--- src/bevt_pkg.sv ---
// ----------------------------------------------------------------------------
// bevt_pkg
// Shared widths, codes, micro-program and fixed-point helpers for the bond
// energy and virial tally.
// ----------------------------------------------------------------------------
package bevt_pkg;

  localparam int ATOM_SLOTS    = 1024;
  localparam int MAX_ANG_TERMS = 6;
  localparam int AW            = (ATOM_SLOTS > 1) ? $clog2(ATOM_SLOTS) : 1;
  localparam int IDX_W         = 10;
  localparam int LAC_W         = 11;
  localparam int IN_W          = 32;
  localparam int ACC_W         = 48;
  localparam int FRAC_W        = 16;
  localparam int TENS_N        = 6;
  localparam int ENTRY_W       = ACC_W * (TENS_N + 1);
  localparam int TERM_W        = (MAX_ANG_TERMS > 0) ? $clog2(MAX_ANG_TERMS + 1) : 1;
  localparam int CFG_IDX_W     = 3;
  localparam int IN_DATA_W     = 184;
  localparam int OUT_DATA_W    = 352;
  localparam int UOP_W         = 5;
  localparam int OPND_N        = 19;

  localparam logic [UOP_W-1:0] HDR_FIRST = 5'd0;
  localparam logic [UOP_W-1:0] HDR_LAST  = 5'd11;
  localparam logic [UOP_W-1:0] ANG_FIRST = 5'd12;
  localparam logic [UOP_W-1:0] ANG_LAST  = 5'd29;

  typedef enum logic [CFG_IDX_W-1:0] {
    CFG_NEWTON      = 3'd0,
    CFG_LOCAL_COUNT = 3'd1,
    CFG_E_GLOBAL    = 3'd2,
    CFG_E_ATOM      = 3'd3,
    CFG_V_GLOBAL    = 3'd4,
    CFG_V_ATOM      = 3'd5
  } cfg_idx_e;

  typedef enum logic [1:0] {
    OPC_HEADER  = 2'd0,
    OPC_ANGULAR = 2'd1,
    OPC_READ    = 2'd2,
    OPC_NONE    = 2'd3
  } opcode_e;

  typedef enum logic {
    KIND_GLOBAL = 1'b0,
    KIND_ATOM   = 1'b1
  } kind_e;

  // Operand sources of the shared multiplier
  typedef enum logic [UOP_W-1:0] {
    OP_UX, OP_UY, OP_UZ, OP_S, OP_RX, OP_RY, OP_RZ,
    OP_P0, OP_P1, OP_P2, OP_P3, OP_P4, OP_P5,
    OP_G0, OP_G1, OP_G2, OP_D0, OP_D1, OP_D2
  } opnd_e;

  // P: r_a*r_b products, T: pending tensor, G: g (also seeds d), D: d
  typedef enum logic [1:0] {
    GRP_P, GRP_T, GRP_G, GRP_D
  } grp_e;

  typedef enum logic [1:0] {
    MODE_SET, MODE_ADD, MODE_SUB
  } mode_e;

  typedef struct packed {
    opnd_e      a;
    opnd_e      b;
    grp_e       grp;
    logic [2:0] idx;
    mode_e      mode;
  } uop_t;

  typedef struct packed {
    logic                    start;
    logic signed [ACC_W-1:0] a;
    logic signed [ACC_W-1:0] b;
  } mul_req_t;

  typedef struct packed {
    logic             done;
    logic [ACC_W-1:0] prod;
  } mul_rsp_t;

  function automatic uop_t mk(input opnd_e a, input opnd_e b, input grp_e g,
                              input logic [2:0] k, input mode_e m);
    uop_t u;
    u.a    = a;
    u.b    = b;
    u.grp  = g;
    u.idx  = k;
    u.mode = m;
    return u;
  endfunction

  function automatic uop_t uop_at(input logic [UOP_W-1:0] pc);
    uop_t u;
    u = mk(OP_UX, OP_UX, GRP_P, 3'd0, MODE_SET);
    case (pc)
      // header: r_a*r_b, then times f
      5'd0:  u = mk(OP_UX, OP_UX, GRP_P, 3'd0, MODE_SET);
      5'd1:  u = mk(OP_UY, OP_UY, GRP_P, 3'd1, MODE_SET);
      5'd2:  u = mk(OP_UZ, OP_UZ, GRP_P, 3'd2, MODE_SET);
      5'd3:  u = mk(OP_UX, OP_UY, GRP_P, 3'd3, MODE_SET);
      5'd4:  u = mk(OP_UX, OP_UZ, GRP_P, 3'd4, MODE_SET);
      5'd5:  u = mk(OP_UY, OP_UZ, GRP_P, 3'd5, MODE_SET);
      5'd6:  u = mk(OP_P0, OP_S,  GRP_T, 3'd0, MODE_SET);
      5'd7:  u = mk(OP_P1, OP_S,  GRP_T, 3'd1, MODE_SET);
      5'd8:  u = mk(OP_P2, OP_S,  GRP_T, 3'd2, MODE_SET);
      5'd9:  u = mk(OP_P3, OP_S,  GRP_T, 3'd3, MODE_SET);
      5'd10: u = mk(OP_P4, OP_S,  GRP_T, 3'd4, MODE_SET);
      5'd11: u = mk(OP_P5, OP_S,  GRP_T, 3'd5, MODE_SET);
      // angular: g = c*u
      5'd12: u = mk(OP_S,  OP_UX, GRP_G, 3'd0, MODE_SET);
      5'd13: u = mk(OP_S,  OP_UY, GRP_G, 3'd1, MODE_SET);
      5'd14: u = mk(OP_S,  OP_UZ, GRP_G, 3'd2, MODE_SET);
      // d = g - (r r) g
      5'd15: u = mk(OP_G0, OP_P0, GRP_D, 3'd0, MODE_SUB);
      5'd16: u = mk(OP_G1, OP_P3, GRP_D, 3'd0, MODE_SUB);
      5'd17: u = mk(OP_G2, OP_P4, GRP_D, 3'd0, MODE_SUB);
      5'd18: u = mk(OP_G0, OP_P3, GRP_D, 3'd1, MODE_SUB);
      5'd19: u = mk(OP_G1, OP_P1, GRP_D, 3'd1, MODE_SUB);
      5'd20: u = mk(OP_G2, OP_P5, GRP_D, 3'd1, MODE_SUB);
      5'd21: u = mk(OP_G0, OP_P4, GRP_D, 3'd2, MODE_SUB);
      5'd22: u = mk(OP_G1, OP_P5, GRP_D, 3'd2, MODE_SUB);
      5'd23: u = mk(OP_G2, OP_P2, GRP_D, 3'd2, MODE_SUB);
      // tensor += r_a*d_b
      5'd24: u = mk(OP_RX, OP_D0, GRP_T, 3'd0, MODE_ADD);
      5'd25: u = mk(OP_RY, OP_D1, GRP_T, 3'd1, MODE_ADD);
      5'd26: u = mk(OP_RZ, OP_D2, GRP_T, 3'd2, MODE_ADD);
      5'd27: u = mk(OP_RX, OP_D1, GRP_T, 3'd3, MODE_ADD);
      5'd28: u = mk(OP_RX, OP_D2, GRP_T, 3'd4, MODE_ADD);
      5'd29: u = mk(OP_RY, OP_D2, GRP_T, 3'd5, MODE_ADD);
      default: u = mk(OP_UX, OP_UX, GRP_P, 3'd0, MODE_SET);
    endcase
    return u;
  endfunction

  function automatic logic [ACC_W-1:0] sext48(input logic [IN_W-1:0] v);
    return {{(ACC_W - IN_W){v[IN_W-1]}}, v};
  endfunction

  // arithmetic shift right by one, floor
  function automatic logic [ACC_W-1:0] half48(input logic [ACC_W-1:0] v);
    return {v[ACC_W-1], v[ACC_W-1:1]};
  endfunction

  function automatic logic atom_in_range(input logic [IDX_W-1:0] idx);
    return 32'(idx) < ATOM_SLOTS;
  endfunction

  function automatic logic [AW-1:0] atom_addr(input logic [IDX_W-1:0] idx);
    logic [IDX_W+AW-1:0] w;
    w = (IDX_W + AW)'(idx);
    return w[AW-1:0];
  endfunction

endpackage

--- src/bevt_mul.sv ---
// ----------------------------------------------------------------------------
// bevt_mul
// Q32.16 multiplier: 48x48 product over one 32x32 multiplier, result floor
// shifted by the fraction width. Done rises after the low, cross and sum phases.
// ----------------------------------------------------------------------------
module bevt_mul (
  input  logic               clk_i,
  input  logic               rst_ni,
  input  bevt_pkg::mul_req_t req_i,
  output bevt_pkg::mul_rsp_t rsp_o
);

  localparam logic [2:0] PH_IDLE = 3'd0;
  localparam logic [2:0] PH_LL   = 3'd1;
  localparam logic [2:0] PH_HL   = 3'd2;
  localparam logic [2:0] PH_LH   = 3'd3;
  localparam logic [2:0] PH_SUM  = 3'd4;
  localparam logic [2:0] PH_DONE = 3'd5;

  logic [2:0]  phase_q, phase_d;
  logic [63:0] a_q, b_q;
  logic [63:0] prod_q, acc_q;
  logic [31:0] mx, my;
  logic [63:0] mp;

  always_comb begin
    case (phase_q)
      PH_HL: begin
        mx = a_q[63:32];
        my = b_q[31:0];
      end
      PH_LH: begin
        mx = a_q[31:0];
        my = b_q[63:32];
      end
      default: begin
        mx = a_q[31:0];
        my = b_q[31:0];
      end
    endcase
    mp = 64'(mx) * 64'(my);
  end

  always_comb begin
    case (phase_q)
      PH_LL, PH_HL, PH_LH, PH_SUM: phase_d = phase_q + 3'd1;
      default:                     phase_d = req_i.start ? PH_LL : PH_IDLE;
    endcase
  end

  always_ff @(posedge clk_i or negedge rst_ni) begin
    if (!rst_ni) begin
      phase_q <= PH_IDLE;
    end else begin
      phase_q <= phase_d;
    end
  end

  // cross terms only matter modulo 2^32; the high-high term drops out
  always_ff @(posedge clk_i) begin
    if (req_i.start) begin
      a_q <= {{16{req_i.a[bevt_pkg::ACC_W-1]}}, req_i.a};
      b_q <= {{16{req_i.b[bevt_pkg::ACC_W-1]}}, req_i.b};
    end
    prod_q <= mp;
    case (phase_q)
      PH_HL:         acc_q <= prod_q;
      PH_LH, PH_SUM: acc_q <= acc_q + {prod_q[31:0], 32'd0};
      default:       acc_q <= acc_q;
    endcase
  end

  assign rsp_o.done = (phase_q == PH_DONE);
  assign rsp_o.prod = acc_q[bevt_pkg::FRAC_W +: bevt_pkg::ACC_W];

endmodule
--- config.mk ---
export PLATFORM = sky130hd
export DESIGN_NAME = bevt_mul
export DESIGN_NICKNAME = d
export VERILOG_FILES = /design/src/bevt_pkg.sv /design/src/bevt_mul.sv
export SDC_FILE = /design/constraint.sdc
export NUM_CORES = 2
export LEC_CHECK = 0
export ABC_AREA = 0
export BUFFER_PORTS_ARGS = -buffer_cell sky130_fd_sc_hd__buf_4
export CAP_MARGIN = 20
export CORE_UTILIZATION = 45
export DETAILED_ROUTE_END_ITERATION = 12
export GPL_ROUTABILITY_DRIVEN = 0
export GPL_TIMING_DRIVEN = 0
export PLACE_DENSITY = 0.61
export SETUP_SLACK_MARGIN = 0.3
export SLEW_MARGIN = 25
export SYNTH_ARGS = -nofsm -noshare
export SYNTH_HDL_FRONTEND = slang
export SYNTH_SLANG_ARGS = --single-unit
--- constraint.sdc ---
create_clock -name clk_i -period 16.8 [get_ports clk_i]
set_input_delay 0.84 -clock clk_i [delete_from_list [all_inputs] [get_ports clk_i]]
set_output_delay 0.84 -clock clk_i [all_outputs]
set_load 0.005 [all_outputs]
==> out/qor.csv <==
metric,value,unit
status,completed,
Syn Area/Cell,9.22,um^2
Clock Pin Slew Worst Setup and Hold Paths,0.06,ns
top cell type's share of synthesized area,0.441,
Crit Path Class,reg2reg,
H-Tree Depth,1,
critical path's most frequent cell,fa_1,
worst relative slew slack,0.190,
synth top area cells,"fa_1 (44%), edfxtp_1 (11%), ha_1 (9.2%)",
Mapped Nets,5712,
post_cts resized,0,
"Max stage delay cell, worst path",mux2i_1,
Setup Buffers After CTS,0,
vias per cell,5.66,
Worst-Margin Slew,1.21,ns
placeable core region,89100,um^2
CP arrival,12.71,ns
Final period util,0.731,
CTS buffer count,24,
synthesized flop and latch total,211,
slowest cell delay on critical path,0.95,ns
Post-CTS Hold Buffers,0,
Rows,109,
via count,32700,
post-route ant nets,0,
multi-input logic area,31200,um^2
First DRT Iteration DRCs,3344,
wire length per cell,25.7,um
CTS Sinks,211,
clock skew,0.0276,ns
Yosys cell types,68,
largest net degree at the start of global routing,98,
sequential share of the synthesized area,0.139,
most frequent cell after synthesis,fa_1,
Post-Syn Instances,4417,
TritonRoute pass-1 iters,7,
I/O pin count,148,
RSZ-0062 raised after global routing,no,
TNS Setup,0,ns
clk root buf,clkbuf_16,
setup violators final,0,
Die W,303,um
crit end category,register,
"FFs w/ async S/R, synth",0.0142,
die height,303,um
HP Class,in2async,
fin crit period,12.28,ns
max-cap viol count,0,
Ys Warns,0,
Buf/Inv on CP,7,
"CP delay by family, top",adder cells,
Mapped Area,40700,um^2
CTS tree,done,
ys flop type,edfxtp_1,
flip-flop and latch area,5680,um^2
HPWL after DPL,125000,um
initial antenna violation count,7,
die footprint,91700,um^2
port bufs,147,
Starting Density,0.457,
CP max FO,10,
drt total wl,148000,um
number of flops mapped to enable cells by yosys,144,
Critical Path RT,17.23,ns
first-pass GRT wire length,216000,um
grt total ovfl,0,
Achievable Freq,81.4,MHz
most frequent cells after synthesis,"fa_1 (897), inv_1 (854), nor2_1 (666)",
Final Hold Viols,0,
vias in the first global route,33500,
max-slew violation count,0,
GRT Resource Usage Total,0.330,
clock buffer depth,3,
fillcell total,8515,
nets,5891,
layout cells sized above 1,0.0583,
Startpoint Class,register,
worst skew pair latency,0.57,ns
DR DRC count,0,
post-synth top area cell,fa_1,
area delta synth->final,8.92,%
==> path summary, 6_finish.rpt <==
kind                       cells past startpoint  slack [ns]                   end            startpoint
hold reg to reg                                1        0.52  phase_q[0]$_DFF_PN0_  phase_q[0]$_DFF_PN0_
max in group asynchronous                      1       16.63  phase_q[1]$_DFF_PN0_                rst_ni
setup reg to reg                              29        4.52    prod_q[60]$_DFF_P_  phase_q[0]$_DFF_PN0_
setup / recovery                              29        4.52    prod_q[60]$_DFF_P_  phase_q[0]$_DFF_PN0_
min in group clk_i                             1        0.44      b_q[7]$_DFFE_PP_              req_i[7]
hold / removal                                 1        0.07  phase_q[2]$_DFF_PN0_                rst_ni
==> worst reg2reg max path: cells and delay by family (launching register included) <==
| kind | cells | cell delay [ns] |
|---|---|---|
| adder cells (fa/ha/maj) | 10 | 4.64 |
| buffers and inverters | 7 | 2.97 |
| AO/OA/AOI/OAI | 6 | 2.35 |
| multiplexers | 1 | 0.96 |
| AND/OR/NAND/NOR | 5 | 0.85 |
| flip-flops | 1 | 0.41 |
==> per-stage QoR <==
step | hold WS [ns] | area, um^2 | utilization | setup WS [ns] | instances
2_1_floorplan | 0.467 | 40700 | - | 8.06 | 4417
3_3_place_gp | 0.501 | 43300 | 0.486 | 4.81 | 5729
3_5_place_dp | 0.512 | 43500 | 0.489 | 5.03 | 5735
4_1_cts | 0.0383 | 44300 | 0.498 | 4.98 | 5779
5_1_grt | 0.0473 | 44400 | 0.498 | 4.23 | 5779
6_report | 0.0683 | 44400 | 0.498 | 4.52 | 5781
==> final cells by class <==
cell class	count	share of cell area
antenna	2	0.000113
tap	1165	0.0329
clock buffer	32	0.0159
inverter	855	0.0723
sequential	211	0.128
clock inverter	12	0.00274
buffer	217	0.0188
multi-input combinational	3134	0.702
timing repair buffer	153	0.0269
==> cells in the final DEF, fill, tap and decap left out, types with 27 or more instances in the layout <==
| cell | netlist | layout |
|---|---|---|
| fa_1 | 897 | 897 |
| inv_1 | 854 | 854 |
| nor2_1 | 666 | 665 |
| nand2_1 | 611 | 610 |
| ha_1 | 299 | 299 |
| clkbuf_1 | 202 | 193 |
| a21oi_1 | 164 | 154 |
| buf_4 | 0 | 146 |
| edfxtp_1 | 144 | 144 |
| a21o_1 | 74 | 74 |
| dfxtp_1 | 64 | 64 |
| o21ai_0 | 60 | 60 |
| xnor2_1 | 49 | 49 |
| xor2_1 | 37 | 37 |
| clkbuf_16 | 0 | 27 |
==> layer usage <==
metal	vias up	global-route usage	part of all wire
met5	-	0	0.00013
met4	4	0.206	0.078
met3	512	0.0924	0.12
met2	2045	0.489	0.43
met1	16400	0.428	0.38
li1	13700	-	-
==> cells by family after synthesis <==
logic type                 Yosys count  synth area share
and+or+nand+nor                   1411             0.138
adders and majority gates         1196             0.533
buffers and inverters             1072            0.0990
AOI/OAI and AO/OA                  393            0.0596
DFF                                211             0.139
xor gates and xnor gates            86            0.0185
muxes                               48            0.0123
==> state kept, by name, summed over array words and instances, names as in the netlist <==
signal   flops
a_q         48
acc_q       48
b_q         48
prod_q      64
phase_q      3
Power is not shown: default switching activity piles up to over one toggle a cycle in this logic, so the estimate is an artifact.
