## config.mk

```make
export PLATFORM = sky130hd
export DESIGN_NAME = bevt_ram
export DESIGN_NICKNAME = d
export VERILOG_FILES = /design/src/bevt_ram.sv
export SDC_FILE = /design/constraint.sdc
export NUM_CORES = 1
export LEC_CHECK = 0
export BUFFER_PORTS_ARGS = -buffer_cell sky130_fd_sc_hd__buf_2
export CAP_MARGIN = 20
export CORE_ASPECT_RATIO = 0.5
export CORE_MARGIN = 5
export CORE_UTILIZATION = 65
export CTS_CLUSTER_SIZE = 25
export DETAILED_ROUTE_END_ITERATION = 10
export GPL_TIMING_DRIVEN = 0
export PLACE_DENSITY = 0.9
export SKIP_LAST_GASP = 1
export SLEW_MARGIN = 20
export SYNTH_ARGS = -nofsm -noshare
export SYNTH_HDL_FRONTEND = slang
export SYNTH_SLANG_ARGS = --single-unit
```

## constraint.sdc

```tcl
create_clock -name clk_i -period 4.82 [get_ports clk_i]
set_input_delay 0.241 -clock clk_i [delete_from_list [all_inputs] [get_ports clk_i]]
set_output_delay 0.241 -clock clk_i [all_outputs]
set_load 0.02 [all_outputs]
```

## src/bevt_ram.sv

```systemverilog
// ----------------------------------------------------------------------------
// bevt_ram
// Generic simple dual-port RAM, one write and one registered read port.
// ----------------------------------------------------------------------------
module bevt_ram #(
  parameter int WIDTH = 8,
  parameter int DEPTH = 16
) (
  input  logic                     clk_i,
  input  logic                     we_i,
  input  logic [$clog2(DEPTH)-1:0] waddr_i,
  input  logic [WIDTH-1:0]         wdata_i,
  input  logic                     re_i,
  input  logic [$clog2(DEPTH)-1:0] raddr_i,
  output logic [WIDTH-1:0]         rdata_o
);

  logic [WIDTH-1:0] mem_q [DEPTH];
  logic [WIDTH-1:0] rdata_q;

  always_ff @(posedge clk_i) begin
    if (we_i) begin
      mem_q[waddr_i] <= wdata_i;
    end
    if (re_i) begin
      rdata_q <= mem_q[raddr_i];
    end
  end

  assign rdata_o = rdata_q;

endmodule

```

==> results of run 1 <==
==> metal layers <==
| layer | GRT usage | part of all wire |
|---|---|---|
| met5 | 0 | 0 |
| met4 | 0.112 | 0.032 |
| met3 | 0.0814 | 0.11 |
| met2 | 0.398 | 0.49 |
| met1 | 0.321 | 0.37 |
==> cells in the final DEF (no fill, tap or decap), drive strengths merged <==
master	instances
edfxtp	136
buf	32
mux4	32
clkbuf	20
a22oi	16
nor2	13
nand2	9
clkinv	6
nor3	4
bufinv	4
clkdlybuf4s25	3
nand3b	2
nand2b	2
nor2b	1
and2	1
and2b	1
nand3	1
or3b	1
clkinvlp	1
==> power groups by stage <==
stage	Combinational (mW)	Clock (mW)	Sequential (mW)
after floorplan	0.0672	0	1.37
after global placement	0.123	0	1.36
after detailed placement	0.130	0	1.36
after CTS	0.134	1.32	1.34
after global routing	0.143	1.37	1.34
final	0.137	1.32	1.34
==> path summary, 6_finish.rpt <==
| path | from | end | slack, ns | cells after the start |
|---|---|---|---|---|
| max | mem_q[1][1]$_DFFE_PP_ | rdata_o[1]$_DFFE_PP_ | 3.05 | 3 |
| min | re_i | rdata_o[1]$_DFFE_PP_ | 0.16 | 1 |
| min reg2reg | mem_q[13][3]$_DFFE_PP_ | rdata_o[3]$_DFFE_PP_ | 0.78 | 3 |
| max reg2reg | mem_q[1][1]$_DFFE_PP_ | rdata_o[1]$_DFFE_PP_ | 3.05 | 3 |
==> worst reg2reg max path, cell delays in order, from the launching register on <==
cell      delay (ns)
edfxtp_1        0.37
mux4_1          0.56
a22oi_1         0.42
nand2_1         0.15
==> registers in the layout, indices dropped and copies added, names as in the netlist <==
| name | count |
|---|---|
| mem_q | 128 |
| rdata_o | 8 |
==> stage by stage <==
| step | setup slack, ns | util | cell area (um^2) | total power, mW | hold slack [ns] |
|---|---|---|---|---|---|
| global route | 3.01 | 0.771 | 6100 | 2.86 | 0.172 |
| detailed placement | 2.83 | 0.696 | 5510 | 1.49 | 0.585 |
| floorplan | 3.09 | - | 5230 | 1.44 | 0.340 |
| finish | 3.05 | 0.771 | 6100 | 2.80 | 0.158 |
| global placement | 2.58 | 0.694 | 5490 | 1.48 | 0.564 |
| CTS | 3.07 | 0.771 | 6100 | 2.79 | 0.158 |
==> layout make-up <==
type	instances	share of cell area
Multi-Input combinational cell	83	0.176
Clock inverter	11	0.0254
Clock buffer	20	0.0715
Buffer	10	0.0141
Tap cell	112	0.0230
Timing Repair Buffer	25	0.0205
Sequential cell	136	0.669
==> cells by family after synthesis <==
group / Yosys count / synth area share
buffers and inverters: 10 / 0.0165
and+or+nand+nor: 35 / 0.0314
DFF: 136 / 0.781
muxes: 32 / 0.148
AOI/OAI and AO/OA: 16 / 0.0230
==> results by group, run 1 <==
Outcome
  • Status: finished clean

Finish
  • Fraction of layout cells with a size suffix above 1: 0.295
  • Ant diodes: 0
  • Footprint of the multi-input gates: 1080 um^2
  • Fillers: 387
  • Final nets: 292
  • Post-route insts no fill: 397
  • FF+latch area: 4080 um^2
  • Layout area overhead: 16.8%

Power and ir drop
  • NetSw: 0.558 mW
  • Pwr dens: 458 nW/um^2
  • Worst vdd ir: 0.272 mV
  • Logic pwr share: 0.049
  • Sw Ratio: 0.200
  • Reg power frac: 0.480
  • Pleak: 2.05 nW
  • Internal power: 2.24 mW
  • Clock power share: 0.471

Synth
  • Most frequent cell after synthesis: edfxtp_1
  • Seq cells post-synth: 136
  • Leading area contributor after synthesis: edfxtp_1
  • Async S/R FF share, synth: 0
  • Syn Nets: 248
  • Synth Instances: 229
  • Top cells by area, synth: edfxtp_1, mux4_2, mux4_1
  • Ys Warns: 0
  • Post-synthesis sequential area ratio: 0.781
  • Share of the synthesized area in the top cell type: 0.781
  • Top_reg_cell synth: edfxtp_1
  • Synth cell types: 18
  • EDFF count, synth: 136
  • Syn avg cell area: 22.8 um^2
  • Top cells by count, synth: edfxtp_1, mux4_2, a22oi_1
  • Cell Area, Synth: 5230 um^2

Timing
  • Clock skew: 0.00551 ns
  • Slew Viols, Final: 0
  • Final Cycle Share: 0.368
  • Setup TNS: 0 ns
  • Setup violators final: 0
  • Fin crit period: 1.77 ns
  • Worst relative slew slack: 0.438
  • RSZ-0062 raised after global routing: false
  • Final Hold Viols: 0
  • Worst-margin pin slew: 0.840 ns
  • Fmax: 564 MHz

Global routing
  • Antenna violations before repair: 0
  • First-pass GRT wire length: 16600 um
  • Largest net degree at the start of global routing: 17
  • GRT Overall Usage: 0.249
  • Grt total ovfl: 0
  • Vias in the first global route: 2633

Flow run
  • MaxCap Viol Count: 0

Setup path
  • Largest delay share family, worst path: multiplexers
  • Crit Path Class: register to register
  • CP Launch Type: register
  • CP endpoint kind: register
  • CP max stage delay: 0.56 ns
  • Slowest CP cell: mux4_1
  • Bufs and invs on worst path: 0
  • Worst path required time: 4.97 ns
  • Crit-path cells: mux4_1 > a22oi_1 > nand2_1
  • Worst-path maximum fanout: 1
  • Critical path arrival: 1.92 ns

CTS
  • Clock Path Buffers: 2
  • CTS tree: built
  • Clock transition at path regs: 0.05 ns
  • Sink Count: 136
  • Setup bufs post-CTS: 0
  • Clock Latency Late Sink: 0.42 ns
  • CTS Hold Bufs: 0
  • CTS H-tree depth: 4
  • Clk root buf: clkbuf_16
  • CTS Buf Count: 17
  • # resized after CTS: 0

Floorplan
  • Core Rows: 23
  • Die H: 73.4 um
  • I/O Pins: 27
  • Die Span X: 137 um
  • Core Area: 7910 um^2
  • Die ar.: 10000 um^2
  • Initial Util: 0.661

Route
  • DRC Markers: 0
  • Wirelength per Cell: 28.8 um
  • DR iter-0 viols: 403
  • Drt first pass iters: 5
  • Detail Route Antenna Nets: 0
  • Routed WL: 11500 um
  • Vias per Instance: 6.75
  • Via count: 2679

Placement
  • Placed Cells: 366
  • HPWL after detailed placement: 6700 um
  • Gpl congestion: 0.886
  • Number of port buffers: 25

Hold path
  • Min-Delay Path Class: input pin to register
Power figures use the tool's default switching activity.
==> run 2: changes to the inputs <==
- ABC_AREA: unset -> 1
- CORE_UTILIZATION: 65 -> 61
- PLACE_DENSITY: 0.9 -> 0.85
- clock period: 4.82 -> 1.66 ns (I/O delays scaled with it)
==> results by group, run 2 <==
Placement
  • HPWL after detailed placement: 8760 um (was 6700 um)
  • Worst slack, placed: 0.120 ns (was 2.83 ns)
  • Placed Cells: 695 (was 366)
  • Gpl congestion: 0.961 (was 0.886)
  • Number of port buffers: 23 (was 25)

CTS
  • Sink Count: 136 (unchanged)
  • Clk root buf: clkbuf_16 (unchanged)
  • Setup bufs post-CTS: 0 (unchanged)
  • Clock Latency Late Sink: 0.42 ns (about the same)
  • CTS Buf Count: 17 (unchanged)
  • Clock Path Buffers: 2 (unchanged)
  • CTS Hold Bufs: 0 (unchanged)
  • # resized after CTS: 0 (unchanged)
  • CTS tree: built (unchanged)
  • Clock transition at path regs: 0.06 ns (was 0.05 ns)
  • CTS H-tree depth: 4 (unchanged)

Global routing
  • Largest net degree at the start of global routing: 17 (unchanged)
  • Grt total ovfl: 0 (unchanged)
  • First-pass GRT wire length: 21500 um (was 16600 um)
  • Vias in the first global route: 3926 (was 2633)
  • GRT Overall Usage: 0.255 (was 0.249)
  • Antenna violations before repair: 0 (unchanged)

Synth
  • Syn avg cell area: 10.6 um^2 (was 22.8 um^2)
  • Top_reg_cell synth: edfxtp_1 (unchanged)
  • Post-synthesis sequential area ratio: 0.698 (was 0.781)
  • Most frequent cell after synthesis: nand2_1 (was edfxtp_1)
  • Syn Nets: 570 (was 248)
  • Async S/R FF share, synth: 0 (unchanged)
  • Leading area contributor after synthesis: edfxtp_1 (unchanged)
  • Share of the synthesized area in the top cell type: 0.698 (was 0.781)
  • Cell Area, Synth: 5850 um^2 (was 5230 um^2)
  • EDFF count, synth: 136 (unchanged)
  • Ys Warns: 0 (unchanged)
  • Synth Instances: 551 (was 229)
  • Top cells by area, synth: edfxtp_1, nand2_1, nand3_1 (was edfxtp_1, mux4_2, mux4_1)
  • Top cells by count, synth: nand2_1, edfxtp_1, inv_1 (was edfxtp_1, mux4_2, a22oi_1)
  • Synth cell types: 11 (was 18)
  • Seq cells post-synth: 136 (unchanged)

Setup path
  • CP endpoint kind: register (unchanged)
  • CP Launch Type: register (unchanged)
  • Worst-path maximum fanout: 1 (unchanged)
  • Critical path arrival: 1.36 ns (was 1.92 ns)
  • Path depth of the worst reg2reg path: 6 (was 3)
  • Crit Path Class: register to register (unchanged)
  • Worst path required time: 1.83 ns (was 4.97 ns)

Timing
  • Worst relative slew slack: 0.395 (was 0.438)
  • Clock skew: 0.00458 ns (was 0.00551 ns)
  • Setup TNS: 0 ns (unchanged)
  • Final Cycle Share: 0.719 (was 0.368)
  • Slew Viols, Final: 0 (unchanged)
  • Fin crit period: 1.19 ns (was 1.77 ns)
  • Final Hold Viols: 0 (unchanged)
  • RSZ-0062 raised after global routing: false (unchanged)
  • Final Worst Setup Slack: 0.467 ns (was 3.05 ns)
  • Fmax: 838 MHz (was 564 MHz)
  • Setup violators final: 0 (unchanged)
  • Worst-margin pin slew: 0.904 ns (was 0.840 ns)
  • WHS: 0.0176 ns (was 0.158 ns)

Floorplan
  • Initial Util: 0.623 (was 0.661)
  • Die Span X: 148 um (was 137 um)
  • I/O Pins: 27 (unchanged)
  • Die H: 79.2 um (was 73.4 um)
  • Core Area: 9380 um^2 (was 7910 um^2)
  • Die ar.: 11800 um^2 (was 10000 um^2)
  • Core Rows: 25 (was 23)

Route
  • Vias per Instance: 5.63 (was 6.75)
  • DRC Markers: 0 (unchanged)
  • Via count: 4091 (was 2679)
  • Detail Route Antenna Nets: 0 (unchanged)
  • Drt first pass iters: 6 (was 5)
  • Routed WL: 13800 um (was 11500 um)
  • Wirelength per Cell: 19.0 um (was 28.8 um)
  • DR iter-0 viols: 622 (was 403)

Finish
  • Post-route insts no fill: 726 (was 397)
  • Fraction of layout cells with a size suffix above 1: 0.129 (was 0.295)
  • Most frequent cells in the layout: nand2_1, edfxtp_1, inv_1 (was edfxtp_1, buf_2, mux4_2)
  • Ant diodes: 0 (unchanged)
  • Layout area overhead: 14.2% (was 16.8%)
  • Commonest non-fill, non-tap cell in the layout: nand2_1 (was edfxtp_1)
  • Final nets: 612 (was 292)
  • Largest register by flop count: mem_q (unchanged)
  • Fillers: 593 (was 387)
  • Max FFs per register: 128 (unchanged)

Hold path
  • Min-Delay Path Class: input pin to register (unchanged)
  • Hold path depth: 1 (unchanged)

Flow run
  • MaxCap Viol Count: 0 (unchanged)

Power and ir drop
  • Pleak: 2.88 nW (was 2.05 nW)
  • Power consumption: 7.97 mW (was 2.80 mW)
  • Worst vdd ir: 1.39 mV (was 0.272 mV)
  • Pwr dens: 1190 nW/um^2 (was 458 nW/um^2)

Outcome
  • Status: finished clean (unchanged)
## run 2: power by group
part           total, mW  leakage [nW]  internal, mW  switching (mW)
Combinational      0.523          1.39         0.144           0.379
Sequential          3.89          1.24          3.87          0.0179
Clock               3.56         0.256          2.18            1.38
Total               7.97          2.88          6.20            1.78
## run 2: final cells by class
type / instances / area (um^2) / share of cell area
plain buffers: 24 / 166 / 0.0249
clock buffers: 18 / 429 / 0.0643
clock inverters: 13 / 133 / 0.0199
inverters: 102 / 383 / 0.0574
multi-input cells: 289 / 1210 / 0.182
flip-flops and latches: 136 / 4080 / 0.612
well taps: 121 / 151 / 0.0227
repair buffers: 23 / 115 / 0.0172
## run 2: path summary, 6_finish.rpt
kind | startpoint | endpoint | slack (ns)
hold reg to reg | mem_q[6][2]$_DFFE_PP_ | rdata_o[2]$_DFFE_PP_ | 0.77
setup reg to reg | mem_q[12][3]$_DFFE_PP_ | rdata_o[3]$_DFFE_PP_ | 0.47
hold / removal | re_i | rdata_o[6]$_DFFE_PP_ | 0.02
setup / recovery | mem_q[12][3]$_DFFE_PP_ | rdata_o[3]$_DFFE_PP_ | 0.47
## run 2: cells by family after synthesis
logic type / share of synthesized area
buffers and inverters: 0.0939
AND/OR/NAND/NOR: 0.208
flip-flops: 0.698
## run 2: through the flow
| stage | util | cell area (um^2) |
|---|---|---|
| after floorplan | - | 5850 |
| after global placement | 0.651 | 6110 |
| after detailed placement | 0.651 | 6110 |
| after CTS | 0.711 | 6680 |
| after global routing | 0.711 | 6680 |
| final | 0.711 | 6680 |
## run 2: per-layer routing
metal	global-route usage	wire length, um	up-vias	part of all wire
li1	-	-	1866	-
met3	0.0781	1710	29	0.12
met4	0.0986	289	0	0.021
met1	0.336	5390	1921	0.39
met2	0.402	6440	275	0.47
met5	0	0	-	0
## run 2: worst max-delay path: stages, from the launching register on
cell	delay, ns
edfxtp_1	0.37
inv_1	0.06
nand2_1	0.04
nand3_1	0.11
nand3_1	0.10
nand3_1	0.16
nand2_1	0.08
==> run 3: changes to the inputs <==
- ABC_AREA: 1 -> 0
- CORE_UTILIZATION: 61 -> 60
- PLACE_DENSITY: 0.85 -> 0.84
- clock period: 1.66 -> 1.1 ns (I/O delays scaled with it)
==> results by group, run 3 (synthesis gave the netlist of run 1 again) <==
Global routing
  • Vias in the first global route: 2701 (was 3926)
  • Largest net degree at the start of global routing: 17 (unchanged)
  • Antenna violations before repair: 0 (unchanged)
  • First-pass GRT wire length: 16900 um (was 21500 um)
  • GRT Overall Usage: 0.225 (was 0.255)
  • Grt total ovfl: 0 (unchanged)

Finish
  • Final Core Density: 0.723 (was 0.711)
  • Final nets: 293 (was 612)
  • Layout area overhead: 18.8% (was 14.2%)
  • Ant diodes: 0 (unchanged)
  • Commonest non-fill, non-tap cell in the layout: edfxtp_1 (was nand2_1)
  • Fraction of layout cells with a size suffix above 1: 0.413 (was 0.129)
  • Post-route cell area: 6210 um^2 (was 6680 um^2)
  • FF+latch area: 4080 um^2 (unchanged)
  • Max FFs per register: 128 (unchanged)
  • Most frequent cells in the layout: edfxtp_1, mux4_2, buf_2 (was nand2_1, edfxtp_1, inv_1)
  • Footprint of the multi-input gates: 1110 um^2 (was 1210 um^2)
  • Largest register by flop count: mem_q (unchanged)
  • Fillers: 464 (was 593)

Floorplan
  • Die ar.: 10800 um^2 (was 11800 um^2)
  • Core Area: 8590 um^2 (was 9380 um^2)
  • Core Rows: 24 (was 25)
  • Die Span X: 142 um (was 148 um)
  • I/O Pins: 27 (unchanged)
  • Initial Util: 0.609 (was 0.623)
  • Die H: 76 um (was 79.2 um)

CTS
  • CTS tree: built (unchanged)
  • Clk root buf: clkbuf_16 (unchanged)
  • Clock Latency Late Sink: 0.41 ns (was 0.42 ns)
  • CTS Buf Count: 17 (unchanged)
  • Clock transition at path regs: 0.06 ns (about the same)
  • Setup bufs post-CTS: 0 (unchanged)
  • CTS H-tree depth: 4 (unchanged)
  • Clock Path Buffers: 2 (unchanged)
  • Sink Count: 136 (unchanged)

Timing
  • Setup TNS: -3.21 ns (was 0 ns)
  • Setup violators final: 8 (was 0)
  • Final Cycle Share: 1.40 (was 0.719)
  • Worst-margin pin slew: 1.10 ns (was 0.904 ns)
  • Final Worst Setup Slack: -0.436 ns (was 0.467 ns)
  • WHS: 0.0410 ns (was 0.0176 ns)
  • Fmax: 651 MHz (was 838 MHz)
  • Clock skew: 0.00607 ns (was 0.00458 ns)
  • Final Hold Viols: 0 (unchanged)
  • RSZ-0062 raised after global routing: true (was false)
  • Fin crit period: 1.54 ns (was 1.19 ns)
  • Slew Viols, Final: 0 (unchanged)
  • Worst relative slew slack: 0.263 (was 0.395)

Placement
  • Gpl congestion: 0.863 (was 0.961)
  • Number of port buffers: 25 (was 23)
  • HPWL after detailed placement: 6430 um (was 8760 um)
  • DP Area: 5520 um^2 (was 6110 um^2)

Route
  • Via count: 2663 (was 4091)
  • DRC Markers: 0 (unchanged)
  • Detail Route Antenna Nets: 0 (unchanged)
  • Wirelength per Cell: 27.9 um (was 19.0 um)
  • Vias per Instance: 6.61 (was 5.63)
  • DR iter-0 viols: 310 (was 622)
  • Drt first pass iters: 5 (was 6)
  • Routed WL: 11200 um (was 13800 um)

Setup path
  • Worst path required time: 1.25 ns (was 1.83 ns)
  • Crit Path Class: register to register (unchanged)
  • Worst-path maximum fanout: 1 (unchanged)
  • CP Launch Type: register (unchanged)
  • Critical path arrival: 1.68 ns (was 1.36 ns)
  • CP endpoint kind: register (unchanged)
  • Crit path launch: mem_q[0][6]$_DFFE_PP_ (was mem_q[12][3]$_DFFE_PP_)
  • Reg-to-Reg Start: mem_q[0][6]$_DFFE_PP_ (was mem_q[12][3]$_DFFE_PP_)
  • Reg2Reg Setup Slack: -0.44 ns (was 0.47 ns)

Power and ir drop
  • Worst vdd ir: 1.29 mV (was 1.39 mV)
  • Pwr dens: 2010 nW/um^2 (was 1190 nW/um^2)
  • Pleak: 2.02 nW (was 2.88 nW)

Outcome
  • Status: finished, violations left (was finished clean)
  • Failing checks: setup timing

Hold path
  • Hold Crit Start: wdata_i[6] (was re_i)
  • Min-Delay Path Class: input pin to register (unchanged)

Flow run
  • MaxCap Viol Count: 0 (unchanged)
## run 3: cell types whose count changed in the layout (fill, tap and decap cells not counted), moves of 4 or more
| cell | previous run | this run |
|---|---|---|
| buf_6 | 6 | 0 |
| buf_4 | 4 | 0 |
| nand3_1 | 97 | 1 |
| inv_1 | 100 | 0 |
| nor2_1 | 17 | 2 |
| buf_2 | 36 | 28 |
| nand2_1 | 173 | 8 |
| a22oi_2 | 0 | 8 |
| clkinvlp_4 | 7 | 1 |
| a22oi_1 | 0 | 8 |
| mux4_2 | 0 | 32 |
| nor2_2 | 0 | 11 |
## run 3: final cells by class
type | count | share of cell area
flip-flops and latches | 136 | 0.657
clock inverters | 10 | 0.0284
well taps | 117 | 0.0236
multi-input cells | 83 | 0.179
clock buffers | 21 | 0.0709
repair buffers | 26 | 0.0218
plain buffers | 10 | 0.0193
## run 3: per-stage QoR
step / power, mW / setup slack (ns) / cells
after global placement: 6.55 / -0.460 / 371
after floorplan: 6.33 / -0.166 / 229
after detailed placement: 6.59 / -0.498 / 371
after CTS: 12.5 / -0.408 / 403
after global routing: 12.9 / -0.464 / 403
final: 12.5 / -0.436 / 403
## run 3: timing repair
| action | 4_1_cts | 5_1_grt |
|---|---|---|
| hold buffers | 1 | 0 |
| hold endpoints to repair | 8 | 0 |
| setup endpoints to repair | 8 | 70 |
| gates cloned | 0 | 0 |
| pin swaps | 1 | 1 |
| resized for setup | 7 | 11 |
## run 3: final timing paths
| kind | depth (start not counted) | end |
|---|---|---|
| worst min-delay path | 1 | mem_q[12][6]$_DFFE_PP_ |
| worst min register to register | 3 | rdata_o[2]$_DFFE_PP_ |
| worst max-delay path | 3 | rdata_o[6]$_DFFE_PP_ |
| worst max register to register | 3 | rdata_o[6]$_DFFE_PP_ |
## run 3: layer usage
layer / share of wire / vias to the layer above / track usage
met5: 0 / - / 0
met4: 0.037 / 0 / 0.110
met3: 0.10 / 39 / 0.0865
met2: 0.48 / 200 / 0.323
met1: 0.38 / 1362 / 0.306
li1: - / 1062 / -
## run 3: power breakdown
part	leakage, nW	internal, mW	switching [mW]
sequential	1.24	5.84	0.0346
combinational	0.489	0.261	0.409
clock	0.298	3.99	1.97
total	2.02	10.1	2.41
## run 3: worst max-delay path, cell delays in order, from the launching register on
cell and delay [ns]:
edfxtp_1 0.41, mux4_2 0.50, a22oi_1 0.24, nand2_1 0.13
